--- src/sv/kee_pkg.sv ---
package kee_pkg;

    // Default binary point of the Q23.40 format.
    localparam int FRAC_BITS_DEF = 40;

    // Field and datapath widths.
    localparam int T_W       = 16;
    localparam int S_W       = 64;
    localparam int U_W       = 63;
    localparam int FLOOR_W   = 41;
    localparam int COEF_W    = 43;
    localparam int CFG_IDX_W = 2;
    localparam int A_W       = 59;
    localparam int DV_W      = 60;
    localparam int SQ_STEPS  = 64;
    localparam int SQ_REM_W  = 66;
    localparam int N_W       = 128;
    localparam int DIV_STEPS = 63;

    // Register reset values.
    localparam logic [FLOOR_W-1:0] TKE_FLOOR_RST = 41'd1099511628;
    localparam logic [FLOOR_W-1:0] EPS_FLOOR_RST = 41'd1099512;
    localparam logic [COEF_W-1:0]  COEF_ONE_RST  = 43'd1583296743997;
    localparam logic [COEF_W-1:0]  COEF_TWO_RST  = 43'd2111062325330;

    localparam logic signed [S_W-1:0] S_MAX = 64'sh7FFF_FFFF_FFFF_FFFF;
    localparam logic signed [S_W-1:0] S_MIN = 64'sh8000_0000_0000_0000;

    typedef enum logic [CFG_IDX_W-1:0] {
        CFG_TKE_FLOOR,
        CFG_EPS_FLOOR,
        CFG_COEF_ONE,
        CFG_COEF_TWO
    } kee_cfg_idx_t;

    typedef struct packed {
        logic [FLOOR_W-1:0] tke_floor;
        logic [FLOOR_W-1:0] eps_floor;
        logic [COEF_W-1:0]  coef_one;
        logic [COEF_W-1:0]  coef_two;
    } kee_cfg_t;

    typedef struct packed {
        logic [T_W-1:0]        time_step;
        logic signed [S_W-1:0] shear_prod;
        logic signed [S_W-1:0] buoy_prod;
        logic [U_W-1:0]        energy_old;
        logic [U_W-1:0]        dissip_old;
    } kee_item_t;

    // Values that ride along the square root chain.
    typedef struct packed {
        logic [A_W-1:0]        a;
        logic signed [S_W-1:0] b;
        logic signed [S_W-1:0] ets;
        logic [T_W-1:0]        t;
        logic                  no_root;
    } kee_sq_side_t;

    typedef struct packed {
        logic [SQ_REM_W-1:0] rem;
        logic [S_W-1:0]      root;
        logic [N_W-1:0]      n;
        kee_sq_side_t        side;
    } kee_sq_t;

    // Values that ride along the divider chain.
    typedef struct packed {
        logic signed [S_W-1:0] ets;
        logic [T_W-1:0]        t;
        logic                  neg;
        logic                  ovf;
        logic                  no_root;
    } kee_dv_side_t;

    typedef struct packed {
        logic [DV_W-1:0]      rem;
        logic [DIV_STEPS-1:0] nb;
        logic [DIV_STEPS-1:0] q;
        logic [DV_W-1:0]      d;
        kee_dv_side_t         side;
    } kee_dv_t;

    // Saturating signed add.
    function automatic logic signed [S_W-1:0] sat_add(input logic signed [S_W-1:0] x,
                                                      input logic signed [S_W-1:0] y);
        logic [S_W:0] s;
        s = {x[S_W-1], x} + {y[S_W-1], y};
        if (s[S_W] != s[S_W-1])
        begin
            return s[S_W] ? S_MIN : S_MAX;
        end
        return $signed(s[S_W-1:0]);
    endfunction

    // Saturating signed subtract.
    function automatic logic signed [S_W-1:0] sat_sub(input logic signed [S_W-1:0] x,
                                                      input logic signed [S_W-1:0] y);
        logic [S_W:0] s;
        s = {x[S_W-1], x} - {y[S_W-1], y};
        if (s[S_W] != s[S_W-1])
        begin
            return s[S_W] ? S_MIN : S_MAX;
        end
        return $signed(s[S_W-1:0]);
    endfunction

    // Applies a sign to a wide magnitude and saturates to the format.
    function automatic logic signed [S_W-1:0] sat_mag(input logic neg,
                                                      input logic [N_W-1:0] m);
        logic big;
        big = (m[N_W-1:S_W-1] != '0);
        if (neg)
        begin
            return big ? S_MIN : $signed(~m[S_W-1:0] + 64'd1);
        end
        return big ? S_MAX : $signed(m[S_W-1:0]);
    endfunction

    // Magnitude of a signed value; the most negative value maps to 2^63.
    function automatic logic [S_W-1:0] abs64(input logic signed [S_W-1:0] v);
        return v[S_W-1] ? $unsigned(~v + 64'sd1) : $unsigned(v);
    endfunction

endpackage

--- src/sv/kee_sqrt_cell.sv ---
module kee_sqrt_cell (
    input  logic             clk,
    input  logic             rst_n,
    input  logic             en,
    input  logic             valid_in,
    input  kee_pkg::kee_sq_t data_in,
    output logic             valid_out,
    output kee_pkg::kee_sq_t data_out
);

    localparam int EXT_W = kee_pkg::SQ_REM_W + 2;
    localparam int NW    = kee_pkg::N_W;

    logic             valid_reg;
    kee_pkg::kee_sq_t data_reg;
    logic [EXT_W-1:0] ext;
    logic [EXT_W-1:0] trial;
    logic             fit;

    // One root bit: bring down two bits and try the next odd term.
    assign ext   = {data_in.rem, data_in.n[NW-1:NW-2]};
    assign trial = EXT_W'({data_in.root, 2'b01});
    assign fit   = (ext >= trial);

    always_ff @(posedge clk or negedge rst_n)
    begin
        if (!rst_n)
        begin
            valid_reg <= 1'b0;
        end
        else if (en)
        begin
            valid_reg <= valid_in;
        end
    end

    always_ff @(posedge clk)
    begin
        if (en)
        begin
            data_reg.rem  <= fit ? kee_pkg::SQ_REM_W'(ext - trial) : kee_pkg::SQ_REM_W'(ext);
            data_reg.root <= {data_in.root[kee_pkg::S_W-2:0], fit};
            data_reg.n    <= {data_in.n[NW-3:0], 2'b00};
            data_reg.side <= data_in.side;
        end
    end

    assign valid_out = valid_reg;
    assign data_out  = data_reg;

endmodule

--- config.mk ---
export PLATFORM = sky130hd
export DESIGN_NAME = kee_sqrt_cell
export DESIGN_NICKNAME = d
export VERILOG_FILES = /design/src/sv/kee_pkg.sv /design/src/sv/kee_sqrt_cell.sv
export SDC_FILE = /design/constraint.sdc
export NUM_CORES = 1
export LEC_CHECK = 0
export BUFFER_PORTS_ARGS = -buffer_cell sky130_fd_sc_hd__buf_2
export CORE_AREA = 8 8 355 357
export CTS_BUF_LIST = sky130_fd_sc_hd__clkbuf_8
export DETAILED_ROUTE_END_ITERATION = 10
export DIE_AREA = 0 0 363 365
export GPL_TIMING_DRIVEN = 0
export PLACE_DENSITY = 0.38
export SETUP_SLACK_MARGIN = 0.1
export SLEW_MARGIN = 20
export SYNTH_ARGS = -nofsm -noshare
export SYNTH_HDL_FRONTEND = slang
export SYNTH_SLANG_ARGS = --single-unit
--- constraint.sdc ---
create_clock -name clk -period 2.05 [get_ports clk]
set_clock_uncertainty 0.2 [all_clocks]
set_input_delay 0.41 -clock clk [delete_from_list [all_inputs] [get_ports clk]]
set_output_delay 0.41 -clock clk [all_outputs]
set_load 0.01 [all_outputs]
# Word level (Yosys, flattened, before mapping)
# Cells that the tools add are included.
# op_classes
add_sub_neg	1
n_lt_le_gt_ge	1
mux	1
# op_table
cell	count
$ge 68x66->1	1
$mux 66	1
$sub 66x66->66	1
# totals
inputBits	466
output_inout_bits	463
reg_bits	461
wordCells	12

# Depth between registers and ports, before layout
# logic_depth
word_depth	2
mapped_depth	15
depth_no_buf	12

# Least setup slack after synthesis
# No wires, ideal clock.
# synth_path
path_type	input to register
from	in data_in[370] (netlist name)
to	reg data_reg, in the netlist data_out[455] (data pin)
arrival_time_ns	3.401
slack_ns	-1.813
path_stages	12
setup_ns	0.262
t_required_ns	1.588
n_path_buf	3
path_cell_list	inv_1 > ha_1 > buf_2 > nand4_2 > or4_1 > or4_4 > o211a_4 > a31oi_4 > a2bb2oi_4 > buf_6 > buf_8 > mux2_1
# synth_between
elab_chain_cells	2
elab_cells_between_ends	3
classes_between	add/sub (1); order compare (1); mux (1)
# synth_lines
element	line	text
start: declaration	kee_sqrt_cell.sv:6	input kee_pkg::kee_sq_t data_in,
$ge 68x66->1	kee_sqrt_cell.sv:23	assign fit = (ext >= trial);
net fit	kee_sqrt_cell.sv:18	logic fit;
$mux 66	kee_sqrt_cell.sv:41	data_reg.rem <= fit ? kee_pkg::SQ_REM_W'(ext - trial) : kee_pkg::SQ_REM_W'(ext);
end: declaration	kee_sqrt_cell.sv:15	kee_pkg::kee_sq_t data_reg;
# The timed path passes the listed nets, and every way through them passes these cells.
# A chain may end at the register's enable or synchronous reset.

# Worst setup path after layout
# layout_path
from	in data_in[368] (netlist name)
to	reg data_reg, in the netlist data_out[439] (data pin)
# layout_between
elab_chain_cells	2
elab_cells_between_ends	3
classes_between	add/sub (1); order compare (1); mux (1)
# layout_lines
element	line
$sub 66x66->66 / $ge 68x66->1 (equally long branches)	kee_sqrt_cell.sv:41, kee_sqrt_cell.sv:23
$mux 66 (*)	kee_sqrt_cell.sv:41
# Every way passes the cells marked *; elsewhere a longest branch is shown, timed or not.

==> metrics.md <==
| Metric | Value |
|---|---|
| Run status | `finished with violations` |
| Violated checks | `hold timing, setup timing` |
| Standard cell core area | `between 100000 and 150000 µm²` |
| Commonest non-fill, non-tap cell in the layout | `sky130_fd_sc_hd__buf_2` |
| Dominant synthesized flop cell | `sky130_fd_sc_hd__edfxtp_1` |
| Chip Width | `363 µm` |
| Worst-path clk slew | `about 0.06 ns` |
| Fmax | `0.316 GHz` |
| Cts bufs inserted | `95` |
| Via-per-instance ratio | `between 3 and 4` |
| CTS sink count | `461` |
| Startpoint of the most critical register-to-register path | `valid_out$_DFFE_PN0P_` |
| Max_slew headroom | `0.497` |
| Terminus of the critical flop-to-flop path | `valid_out$_DFFE_PN0P_` |
| Via count of the first global-routing pass | `17800` |
| Starting density of the core | `0.158` |
| Final critical-path setup slack | `-1.11 ns` |
| Count of final hold-check violations | `56` |
| Latest clock arrival within the worst-skew pair | `between 0.7 and 0.8 ns` |
| TritonRoute pass-1 iters | `5` |
| Cell type contributing the most total cell area after synthesis | `sky130_fd_sc_hd__edfxtp_1` |
| Final Wtd Congestion | `0.851` |
| Number of pins with negative max-slew slack in the final report | `0` |
| Critical-path cell list | `buf_12, inv_8, ha_4, buf_6, nand4_4, or4_4, or4_4, o211a_4, a31oi_4, a2bb2oi_4, buf_12, buf_12, buf_16, mux2_4` |
| Count of port buffers added during placement | `approximately 900` |
| Most frequent cells in the layout | `sky130_fd_sc_hd__buf_2, sky130_fd_sc_hd__dlygate4sd3_1, sky130_fd_sc_hd__edfxtp_1, sky130_fd_sc_hd__buf_6` |
| Largest fanout on the critical path | `7` |
| Synth Warn # | `0` |
| Routed via count | `17100` |
| Aggregate routed wire length | `~120000 µm` |
| Clock tree from TritonCTS | `built` |
| Number of cells traversed by the worst register-to-register path | `2` |
| Final setup violation count | `67` |
| RSZ-0062 raised after global routing | `yes` |
| Number of buffer and inverter instances along the worst setup path | `6` |
| DRC violations left | `0` |
| Most common cell type on the critical path | `sky130_fd_sc_hd__buf_12` |
| Overall die height | `365 µm` |
| Post-place instance area | `26000 µm²` |
| Maximum number of pins on one net before global-route repair | `96` |
| Synth Register Bits | `461` |
| Residual antenna-violating net count after detailed routing | `0` |
| Largest voltage drop on the vdd net | `0.000471 V` |
| Maximum Capacitance Violations | `0` |
| Delay-heaviest family, CP | `simple AND/OR/NAND/NOR gates` |
| Sum of net half-perimeters after detailed placement | `94800 µm` |
| Final standard cell area without fillers | `34800 µm²` |
| Congestion Overflow GR | `0` |
| Clock period minus final worst setup slack | `around 3.2 ns` |
| Reg-to-reg slack, setup | `0.56 ns` |
| Maximum buffer depth of the clock tree | `3` |
| Cell area after synthesis | `~19000 µm²` |
| Yosys cell types | `65` |
| Power density over the cells | `793 nW/µm²` |
| Clk root buf | `sky130_fd_sc_hd__clkbuf_8` |
| End of the critical path | `data_out[439]$_DFFE_PP_` |
| Layout cells sized above 1 | `0.454` |
| Lkg Pwr | `14.5 nW` |
| Instance count on the critical path | `14` |
| Worst Setup Path Type | `in2reg` |
| H-Tree Depth | `3` |
| Area grow syn2layout | `82.7%` |
| Kind of launch point of the worst setup path | `primary input` |
| Ratio of final minimum period to clock period | `1.54` |
| First-pass GRT wire length | `152000 µm` |
| Antenna violations before repair | `64` |
| Synth Instances | `1229` |
| Slew at the pin with the worst max-slew slack | `0.747 ns` |
| Proportion of register bits with asynchronous set or reset after synthesis | `0.00217` |
| DR WL/cell | `26.2 µm` |
| Number of enable-type register cells in the synthesized netlist | `460` |
| Starting DRT DRC Count | `between 900 and 1000` |
| Seq/Total Area, Yosys | `0.726` |
| Syn avg cell area | `15.5 µm²` |
| I/O pin count | `~930` |
| Crit path launch | `data_in[368]` |
| Global router's overall resource usage | `0.167` |
| Layout net count | `3285` |
| CP max stage delay | `0.53 ns` |
| Classification of the worst-slack hold path | `in2reg` |
| Share of Yosys cell area claimed by the top area cell type | `0.725` |
| Final Hold Slack | `-0.201 ns` |
| Top cells by area, synth | `sky130_fd_sc_hd__edfxtp_1, sky130_fd_sc_hd__ha_1, sky130_fd_sc_hd__a21oi_1, sky130_fd_sc_hd__mux2_2, sky130_fd_sc_hd__xnor2_1` |
| Site Rows | `~130` |
| Critical-path cell with the highest stage delay | `sky130_fd_sc_hd__or4_4` |
| Arrival time of the worst setup path | `3.47 ns` |
| Required @ worst endpoint | `2.36 ns` |
| CP Capture Type | `flip-flop` |
| Die Footprint | `132000 µm²` |
-- state kept, by name, indices dropped and copies added, names as in the netlist --
| register | count |
|---|---|
| data_out | 460 |
| valid_out | 1 |
-- worst min path at each step --
stage | from | end | slack (ns) | cells after the start
2_1_floorplan | rst_n | valid_out$_DFFE_PN0P_ | -0.09 | 0
3_3_place_gp | rst_n | valid_out$_DFFE_PN0P_ | -0.01 | 1
3_5_place_dp | rst_n | valid_out$_DFFE_PN0P_ | -0.01 | 1
4_1_cts | data_in[403] | data_out[405]$_DFFE_PP_ | -0.39 | 2
5_1_grt | data_in[330] | data_out[396]$_DFFE_PP_ | -0.24 | 3
6_report | data_in[330] | data_out[396]$_DFFE_PP_ | -0.20 | 3
-- metal layers --
| layer | share of wire | routed length [µm] | vias to the layer above | track usage |
|---|---|---|---|---|
| met5 | 0.0017 | 196 | - | 0 |
| met4 | 0.030 | 3510 | 30 | 0.0498 |
| met3 | 0.11 | 13300 | 174 | 0.0811 |
| met2 | 0.47 | 55200 | 777 | 0.278 |
| met1 | 0.38 | 44900 | 8321 | 0.190 |
| li1 | - | - | 7797 | - |
-- worst reg2reg max path: cells and delay by family (launching register included) --
kind     cells  cell delay (ns)
buf+inv      1             0.55
flops        1             0.37
mux          1             0.25
-- Yosys cell counts (all sizes together) (22+ instances only) --
cell type,instances
nor2,50
ha,66
xnor2,35
mux2,64
a21o,31
edfxtp,460
nand2,69
xor2,22
inv,78
a21oi,87
o21ai,47
nor3,22
-- metrics by stage --
step / std cells / setup slack (ns) / utilization / power [mW] / TNS, ns
final: 4474 / -1.11 / 0.289 / 27.6 / -69.85
after global routing: 4451 / -1.12 / 0.288 / 28.9 / -71.40
after CTS: 4433 / -1.11 / 0.281 / 27.9 / -71.31
after detailed placement: 3786 / -3.03 / 0.216 / 16.6 / -278.80
after global placement: 3781 / -8.15 / 0.215 / 16.7 / -3799.44
after floorplan: 1230 / -1.48 / - / 13.8 / -94.33
-- power breakdown --
group	leakage (nW)	switching [mW]	internal, mW
registers	4.51	0.303	11.4
logic	9.01	3.25	3.06
clock network	1.00	4.60	4.95
total	14.5	8.15	19.4
-- cells by family (layout without fill, tap and decap cells) --
group,after synthesis,count (layout),synth area share
XOR/XNOR,57,57,0.0262
other,1,33,0.000197
buffers and inverters,111,1699,0.0254
AND/OR/NAND/NOR,224,224,0.0569
flip-flops,461,461,0.726
multiplexers,67,67,0.0394
AO/OA/AOI/OAI,242,242,0.0820
adder cells (fa/ha/maj),66,66,0.0433
-- repair_timing --
| item | in CTS | in global routing |
|---|---|---|
| cloned | 2 | 0 |
| pin swaps | 9 | 14 |
| hold endpoints to repair | 515 | 62 |
| setup endpoints to repair | 528 | 491 |
| setup buffers | 34 | 6 |
| hold buffers | 456 | 6 |
| resized for setup | 360 | 242 |
-- layout make-up --
type                       instances  area [µm²]
fill                           12500       85800
sequential                       461       13800
timing repair buffer            1434       11100
multi-input combinational        658        5400
tap                             1625        2030
clock buffer                      95        1310
clock inverter                    67         445
inverter                          78         310
buffer                            25         251
antenna                           31        77.6
(Power assumes the default switching activity.)
