--- src/sv/kee_pkg.sv ---
package kee_pkg;

    // Default binary point of the Q23.40 format.
    localparam int FRAC_BITS_DEF = 40;

    // Field and datapath widths.
    localparam int T_W       = 16;
    localparam int S_W       = 64;
    localparam int U_W       = 63;
    localparam int FLOOR_W   = 41;
    localparam int COEF_W    = 43;
    localparam int CFG_IDX_W = 2;
    localparam int A_W       = 59;
    localparam int DV_W      = 60;
    localparam int SQ_STEPS  = 64;
    localparam int SQ_REM_W  = 66;
    localparam int N_W       = 128;
    localparam int DIV_STEPS = 63;

    // Register reset values.
    localparam logic [FLOOR_W-1:0] TKE_FLOOR_RST = 41'd1099511628;
    localparam logic [FLOOR_W-1:0] EPS_FLOOR_RST = 41'd1099512;
    localparam logic [COEF_W-1:0]  COEF_ONE_RST  = 43'd1583296743997;
    localparam logic [COEF_W-1:0]  COEF_TWO_RST  = 43'd2111062325330;

    localparam logic signed [S_W-1:0] S_MAX = 64'sh7FFF_FFFF_FFFF_FFFF;
    localparam logic signed [S_W-1:0] S_MIN = 64'sh8000_0000_0000_0000;

    typedef enum logic [CFG_IDX_W-1:0] {
        CFG_TKE_FLOOR,
        CFG_EPS_FLOOR,
        CFG_COEF_ONE,
        CFG_COEF_TWO
    } kee_cfg_idx_t;

    typedef struct packed {
        logic [FLOOR_W-1:0] tke_floor;
        logic [FLOOR_W-1:0] eps_floor;
        logic [COEF_W-1:0]  coef_one;
        logic [COEF_W-1:0]  coef_two;
    } kee_cfg_t;

    typedef struct packed {
        logic [T_W-1:0]        time_step;
        logic signed [S_W-1:0] shear_prod;
        logic signed [S_W-1:0] buoy_prod;
        logic [U_W-1:0]        energy_old;
        logic [U_W-1:0]        dissip_old;
    } kee_item_t;

    // Values that ride along the square root chain.
    typedef struct packed {
        logic [A_W-1:0]        a;
        logic signed [S_W-1:0] b;
        logic signed [S_W-1:0] ets;
        logic [T_W-1:0]        t;
        logic                  no_root;
    } kee_sq_side_t;

    typedef struct packed {
        logic [SQ_REM_W-1:0] rem;
        logic [S_W-1:0]      root;
        logic [N_W-1:0]      n;
        kee_sq_side_t        side;
    } kee_sq_t;

    // Values that ride along the divider chain.
    typedef struct packed {
        logic signed [S_W-1:0] ets;
        logic [T_W-1:0]        t;
        logic                  neg;
        logic                  ovf;
        logic                  no_root;
    } kee_dv_side_t;

    typedef struct packed {
        logic [DV_W-1:0]      rem;
        logic [DIV_STEPS-1:0] nb;
        logic [DIV_STEPS-1:0] q;
        logic [DV_W-1:0]      d;
        kee_dv_side_t         side;
    } kee_dv_t;

    // Saturating signed add.
    function automatic logic signed [S_W-1:0] sat_add(input logic signed [S_W-1:0] x,
                                                      input logic signed [S_W-1:0] y);
        logic [S_W:0] s;
        s = {x[S_W-1], x} + {y[S_W-1], y};
        if (s[S_W] != s[S_W-1])
        begin
            return s[S_W] ? S_MIN : S_MAX;
        end
        return $signed(s[S_W-1:0]);
    endfunction

    // Saturating signed subtract.
    function automatic logic signed [S_W-1:0] sat_sub(input logic signed [S_W-1:0] x,
                                                      input logic signed [S_W-1:0] y);
        logic [S_W:0] s;
        s = {x[S_W-1], x} - {y[S_W-1], y};
        if (s[S_W] != s[S_W-1])
        begin
            return s[S_W] ? S_MIN : S_MAX;
        end
        return $signed(s[S_W-1:0]);
    endfunction

    // Applies a sign to a wide magnitude and saturates to the format.
    function automatic logic signed [S_W-1:0] sat_mag(input logic neg,
                                                      input logic [N_W-1:0] m);
        logic big;
        big = (m[N_W-1:S_W-1] != '0);
        if (neg)
        begin
            return big ? S_MIN : $signed(~m[S_W-1:0] + 64'd1);
        end
        return big ? S_MAX : $signed(m[S_W-1:0]);
    endfunction

    // Magnitude of a signed value; the most negative value maps to 2^63.
    function automatic logic [S_W-1:0] abs64(input logic signed [S_W-1:0] v);
        return v[S_W-1] ? $unsigned(~v + 64'sd1) : $unsigned(v);
    endfunction

endpackage

--- src/sv/kee_div_cell.sv ---
module kee_div_cell (
    input  logic             clk,
    input  logic             rst_n,
    input  logic             en,
    input  logic             valid_in,
    input  kee_pkg::kee_dv_t data_in,
    output logic             valid_out,
    output kee_pkg::kee_dv_t data_out
);

    localparam int DW = kee_pkg::DV_W;
    localparam int QW = kee_pkg::DIV_STEPS;

    logic             valid_reg;
    kee_pkg::kee_dv_t data_reg;
    logic [DW:0]      tr;
    logic             fit;

    // One quotient bit of a restoring division.
    assign tr  = {data_in.rem, data_in.nb[QW-1]};
    assign fit = (tr >= {1'b0, data_in.d});

    always_ff @(posedge clk or negedge rst_n)
    begin
        if (!rst_n)
        begin
            valid_reg <= 1'b0;
        end
        else if (en)
        begin
            valid_reg <= valid_in;
        end
    end

    always_ff @(posedge clk)
    begin
        if (en)
        begin
            data_reg.rem  <= fit ? DW'(tr - {1'b0, data_in.d}) : DW'(tr);
            data_reg.nb   <= {data_in.nb[QW-2:0], 1'b0};
            data_reg.q    <= {data_in.q[QW-2:0], fit};
            data_reg.d    <= data_in.d;
            data_reg.side <= data_in.side;
        end
    end

    assign valid_out = valid_reg;
    assign data_out  = data_reg;

endmodule
--- config.mk ---
export PLATFORM = sky130hd
export DESIGN_NAME = kee_div_cell
export DESIGN_NICKNAME = d
export VERILOG_FILES = /design/src/sv/kee_pkg.sv /design/src/sv/kee_div_cell.sv
export SDC_FILE = /design/constraint.sdc
export NUM_CORES = 1
export LEC_CHECK = 0
export BUFFER_PORTS_ARGS = -buffer_cell sky130_fd_sc_hd__clkbuf_2
export CORE_AREA = 2 2 256 258
export CTS_BUF_LIST = sky130_fd_sc_hd__clkbuf_8
export DETAILED_ROUTE_END_ITERATION = 8
export DIE_AREA = 0 0 258 260
export PLACE_DENSITY_LB_ADDON = 0.05
export SYNTH_ARGS = -nofsm -noshare
export SYNTH_HDL_FRONTEND = slang
export SYNTH_SLANG_ARGS = --single-unit
--- constraint.sdc ---
create_clock -name clk -period 2.1 [get_ports clk]
set_input_delay 0.315 -clock clk [delete_from_list [all_inputs] [get_ports clk]]
set_output_delay 0.315 -clock clk [all_outputs]
set_load 0.005 [all_outputs]
Word-level counts from Yosys, hierarchy flattened

Cells that the tools add are included.

Flip-flop bits (word level): 329
Bits in latches: 0
Bits in writable memories: 0
ROM bits: 0
Input bits: 333
Memories: 0

Add/subtract/negate cells: 1
Multiply operators: 0
Divide/modulo/power cells: 0
Order comparisons: 1
Eq/ne operators: 0
Shift-type cells: 0
Mux-type cells: 1
Bitwise operators: 0
Reduce and logical (&&, ||, !) cells: 0

Operators with widths:

| kind             | count |
|---|---|
| $ge A61 B60 Y1   | 1 |
| $mux W60         | 1 |
| $sub A60 B60 Y60 | 1 |

Logic depth before layout (Yosys ltp)

Depth after elaboration: 2
Gate-level depth with buffers: 15
Gate-level depth less buffers: 12

Worst setup path after synthesis

No wires, ideal clock.

Path type: input -> register
From: input port data_in[93] (netlist name)
To: register data_reg (netlist bit data_out[273]) (data pin)
Library setup time: 260 ps
Arrival time: 3,186 ps
Required time: 1,840 ps
Path slack: -1,346 ps
Cell stages on the path: 14
Path buffers: 2
Cell sequence: inv_1 -> ha_1 -> a21oi_2 -> o21ai_1 -> a21o_1 -> or4_4 -> o2111a_1 -> o21a_4 -> o31ai_4 -> and2_4 -> buf_12 -> inv_8 -> buf_12 -> mux2_4

Longest elaborated chain between the ends: 2

RTL lines:

| element            | line               | RTL |
|---|---|---|
| start: declaration | kee_div_cell.sv:6  | `input kee_pkg::kee_dv_t data_in,` |
| $ge A61 B60 Y1     | kee_div_cell.sv:21 | `assign fit = (tr >= {1'b0, data_in.d});` |
| $mux W60           | kee_div_cell.sv:39 | `data_reg.rem <= fit ? DW'(tr - {1'b0, data_in.d}) : DW'(tr);` |
| end: declaration   | kee_div_cell.sv:15 | `kee_pkg::kee_dv_t data_reg;` |

Every way passes these cells.
A chain may end at the register's enable or synchronous reset.

Worst setup path in the final report

From: input port data_in[97] (netlist name)
To: register data_reg (netlist bit data_out[283]) (data pin)

Longest elaborated chain between the ends: 2

RTL lines:

| element                                            | line |
|---|---|
| $sub A60 B60 Y60 or $ge A61 B60 Y1 (tied branches) | kee_div_cell.sv:39, kee_div_cell.sv:21 |
| $mux W60 *                                         | kee_div_cell.sv:39 |

Mark *: on every way between the ends. The rest lies on a longest branch, timed or not.

==> summary.md <==
| Metric | Value |
|---|---|
| CTS Buf Count | `66` |
| Setup repair after global routing missed its margin | `true` |
| Vias per cell | `approximately 4.1` |
| Count of warnings emitted by yosys | `0` |
| R2R depth | `1` |
| Critical path endpoint category | `flip-flop` |
| Level count of the clock H-tree | `3` |
| Worst path max stage delay | `490 ps` |
| Die Outline Area | `67,100 um2` |
| CTS tree | `built` |
| Final Cycle Share | `128%` |
| Wire length of the first global-routing pass | `between 90,000 and 100,000 um` |
| Fin worst setup slack | `-594 ps` |
| Aggregate global routing overflow | `0` |
| Number of global-route vias before repair | `between 10,000 and 15,000` |
| I/O Buffers | `between 600 and 700` |
| TritonCTS Sinks | `around 330` |
| Post-Place Cell Area | `21,500 um2` |
| Count of flip-flops with a built-in enable after synthesis | `328` |
| Initial Utilization | `23.1%` |
| Least-Margin Pin Slew | `664 ps` |
| Mapped Area | `14,800 um2` |
| Syn Inst Count | `1,008` |
| ANT nets after route | `0` |
| Async SR Flop Fraction | `less than 1%` |
| Total of fill cells in the finished design | `between 6,000 and 7,000` |
| Top-Level Pins | `663` |
| Clock transition time at the flip-flop clock pins of the worst setup and hold paths | `60 ps` |
| # placed instances | `roughly 2,800` |
| Clock latency on the worst-skew pair | `630 ps` |
| Violations in the final reports | `negative setup slack` |
| Post-route worst hold slack | `69.3 ps` |
| Largest net degree at the start of global routing | `68` |
| Layout cell share with drive strength beyond 1 | `between 50% and 60%` |
| GRT Resource Usage Total | `just under 20%` |
| Area of the core | `64,100 um2` |
| Final non-filler cell total | `3,237` |
| Critical Path AT | `a little over 3000 ps` |
| Average size of a mapped cell | `14.7 um2` |
| Sequential-to-total area share from yosys stat | `between 60% and 70%` |
| Most area-hungry cell type in the Yosys netlist | `sky130_fd_sc_hd__edfxtp_1` |
| Horizontal die dimension | `258 um` |
| Hold Crit Class | `in -> reg` |
| Area growth syn-to-layout | `79.5%` |
| Number of iterations in the first detailed-routing pass | `4` |
| Drt total wl | `67,300 um` |
| Critical Path Fanout Max | `13` |
| Post-synthesis net count | `1,402` |
| Leakage | `12.1 nW` |
| Type of origin of the critical path | `primary input` |
| Worst path cell trace | `buf_6 -> inv_4 -> ha_4 -> a21oi_4 -> o21ai_2 -> nor2b_4 -> or4_4 -> o2111a_1 -> o21a_4 -> o31ai_4 -> and2_4 -> buf_12 -> inv_8 -> mux2_4` |
| Total via count after detailed routing | `roughly 13,000` |
| Number of cells traversed by the worst hold path | `4` |
| Cell with the biggest individual delay on the critical path | `sky130_fd_sc_hd__or4_4` |
| Max clock buf depth | `3` |
| Category of the most critical setup path | `in -> reg` |
| Final core utilization | `41.4%` |
| Upper clock frequency limit | `371 MHz` |
| Multi-input logic area | `5100 um2` |
| Maxcap violations | `0` |
| Top post-synthesis cells by area | `sky130_fd_sc_hd__edfxtp_1, sky130_fd_sc_hd__ha_1, sky130_fd_sc_hd__mux2_4` |
| Post-layout min period | `2690 ps` |
| Root buf cell | `sky130_fd_sc_hd__clkbuf_8` |
| Die Span Y | `260 um` |
| Top flip-flop cell by instance count after synthesis | `sky130_fd_sc_hd__edfxtp_1` |
| Fraction of synthesized cell area taken by the top area cell type | `about two thirds` |
| Total power density per cell area | `a little over 700 nW/um2` |
| FF+latch count, synth | `roughly 330` |
| Final HPWL from detailed placement | `52,300 um` |
| Antenna violations before repair | `17` |
| Post-detailed-route DRC marker count | `0` |
| Final routed wire length divided by cell count | `20.8 um` |
| Final net count | `~2,700` |
| Worst Skew | `0 ps` |
| Most frequent cells in the layout | `sky130_fd_sc_hd__clkbuf_2, sky130_fd_sc_hd__edfxtp_1, sky130_fd_sc_hd__buf_4, sky130_fd_sc_hd__dlygate4sd3_1, sky130_fd_sc_hd__inv_1` |
| Worst relative slew slack | `55.3%` |
| Required @ worst endpoint | `2490 ps` |
| Number of DRC markers in iteration 0 | `639` |
| Run status | `finished with violations` |
| Count of final setup violators | `61` |
| Count of final hold-check violations | `0` |
| Leading cell type in the layout, fill and taps excluded | `sky130_fd_sc_hd__clkbuf_2` |
| Summed area of non-filler cells in the final layout | `26,500 um2` |
| Std cell rows | `93` |
| Number of unique standard cell types used by synthesis | `69` |
| Max-slew violation count | `0` |
| Worst vdd rail ir drop | `~350 uV` |
| Placer Congestion | `0.819` |
| Total area of sequential cells | `9870 um2` |
-- power breakdown --
group	leakage [nW]	switching, mW	internal [mW]
registers	3.22	0.193	7.97
clock network	0.704	3.04	3.38
logic	8.16	2.12	2.49
-- per-layer routing --
metal / track usage, % / vias to the layer above / part of all wire, %
li1: - / 6482 / -
met1: 22.2 / 6294 / 40
met2: 32.8 / 441 / 49
met3: 6.08 / 112 / 7.3
met4: 8.37 / 20 / 3.5
met5: 0 / - / 0.21
-- worst paths after layout --
kind	slack (ps)	startpoint	end
hold / removal	70	data_in[268]	data_out[269]
setup reg to reg	1340	valid_out	valid_out
max in group asynchronous	1440	rst_n	valid_out
hold reg to reg	530	valid_out	valid_out
setup / recovery	-590	data_in[97]	data_out[283]
min in group asynchronous	550	rst_n	valid_out
-- registers in the layout, indices dropped and copies added, names as in the netlist --
register   flops
data_out     328
valid_out      1
-- critical path, delay by kind of cell --
kind            cells  cell delay (ps)
compound gates      5              980
fa+ha+maj           1              250
buf+inv             4              380
mux                 1              310
simple gates        3              830
-- per-stage QoR --
step	setup slack [ps]	setup TNS, ps	total power, mW
after CTS	-511	-27850	19.5
after global placement	-1420	-80360	12.2
final	-594	-32320	19.2
after global routing	-641	-35400	20.2
after detailed placement	-1410	-82360	12.2
after floorplan	-1140	-65320	9.85
-- cells by family after synthesis --
| logic type | Yosys count | share of synthesized area (%) |
|---|---|---|
| DFF | 329 | 66.8 |
| AOI/OAI and AO/OA | 223 | 9.93 |
| and+or+nand+nor | 189 | 6.32 |
| buffers and inverters | 100 | 3.35 |
| adders and majority gates | 61 | 5.22 |
| muxes | 54 | 5.32 |
| xor gates and xnor gates | 51 | 3.02 |
| other | 1 | 0.0254 |
-- synth_stat cells (4+ instances only) --
| master | n |
|---|---|
| sky130_fd_sc_hd__inv_1 | 70 |
| sky130_fd_sc_hd__nor2_1 | 41 |
| sky130_fd_sc_hd__and3_1 | 9 |
| sky130_fd_sc_hd__nand2_1 | 55 |
| sky130_fd_sc_hd__edfxtp_1 | 328 |
| sky130_fd_sc_hd__or3_1 | 5 |
| sky130_fd_sc_hd__and2_1 | 5 |
| sky130_fd_sc_hd__nand4_1 | 18 |
| sky130_fd_sc_hd__o21ai_0 | 42 |
| sky130_fd_sc_hd__o31ai_1 | 6 |
| sky130_fd_sc_hd__nor3_1 | 13 |
| sky130_fd_sc_hd__clkbuf_1 | 18 |
| sky130_fd_sc_hd__o21a_1 | 9 |
| sky130_fd_sc_hd__mux2_2 | 4 |
| sky130_fd_sc_hd__xor2_1 | 18 |
| sky130_fd_sc_hd__buf_12 | 6 |
| sky130_fd_sc_hd__nand3_1 | 13 |
| sky130_fd_sc_hd__a21oi_1 | 63 |
| sky130_fd_sc_hd__mux2_4 | 48 |
| sky130_fd_sc_hd__o21bai_1 | 9 |
| sky130_fd_sc_hd__a31oi_1 | 6 |
| sky130_fd_sc_hd__ha_1 | 60 |
| sky130_fd_sc_hd__a21o_1 | 45 |
| sky130_fd_sc_hd__a211oi_1 | 5 |
| sky130_fd_sc_hd__xnor2_1 | 33 |
| sky130_fd_sc_hd__nor2b_1 | 12 |
| sky130_fd_sc_hd__o211ai_1 | 5 |
-- final cells by class --
class / instances / area share (%)
Inverter: 71 / 1.12
Clock buffer: 67 / 3.48
Timing Repair inverter: 4 / 0.274
Tap cell: 855 / 4.03
Multi-Input combinational cell: 579 / 19.2
Timing Repair Buffer: 1276 / 33.4
Clock inverter: 49 / 1.17
Antenna cell: 7 / 0.0660
Sequential cell: 329 / 37.2
-- timing repair --
item / 4_1_cts / 5_1_grt
endpoints found under the setup margin: 61 / 61
resized for setup: 80 / 59
pin swaps: 8 / 38
gates cloned: 2 / 2
hold buffers: 300 / 0
hold endpoints to repair: 299 / 0
setup buffers: 9 / 7
No activity file was read; power rests on OpenSTA's default activity.
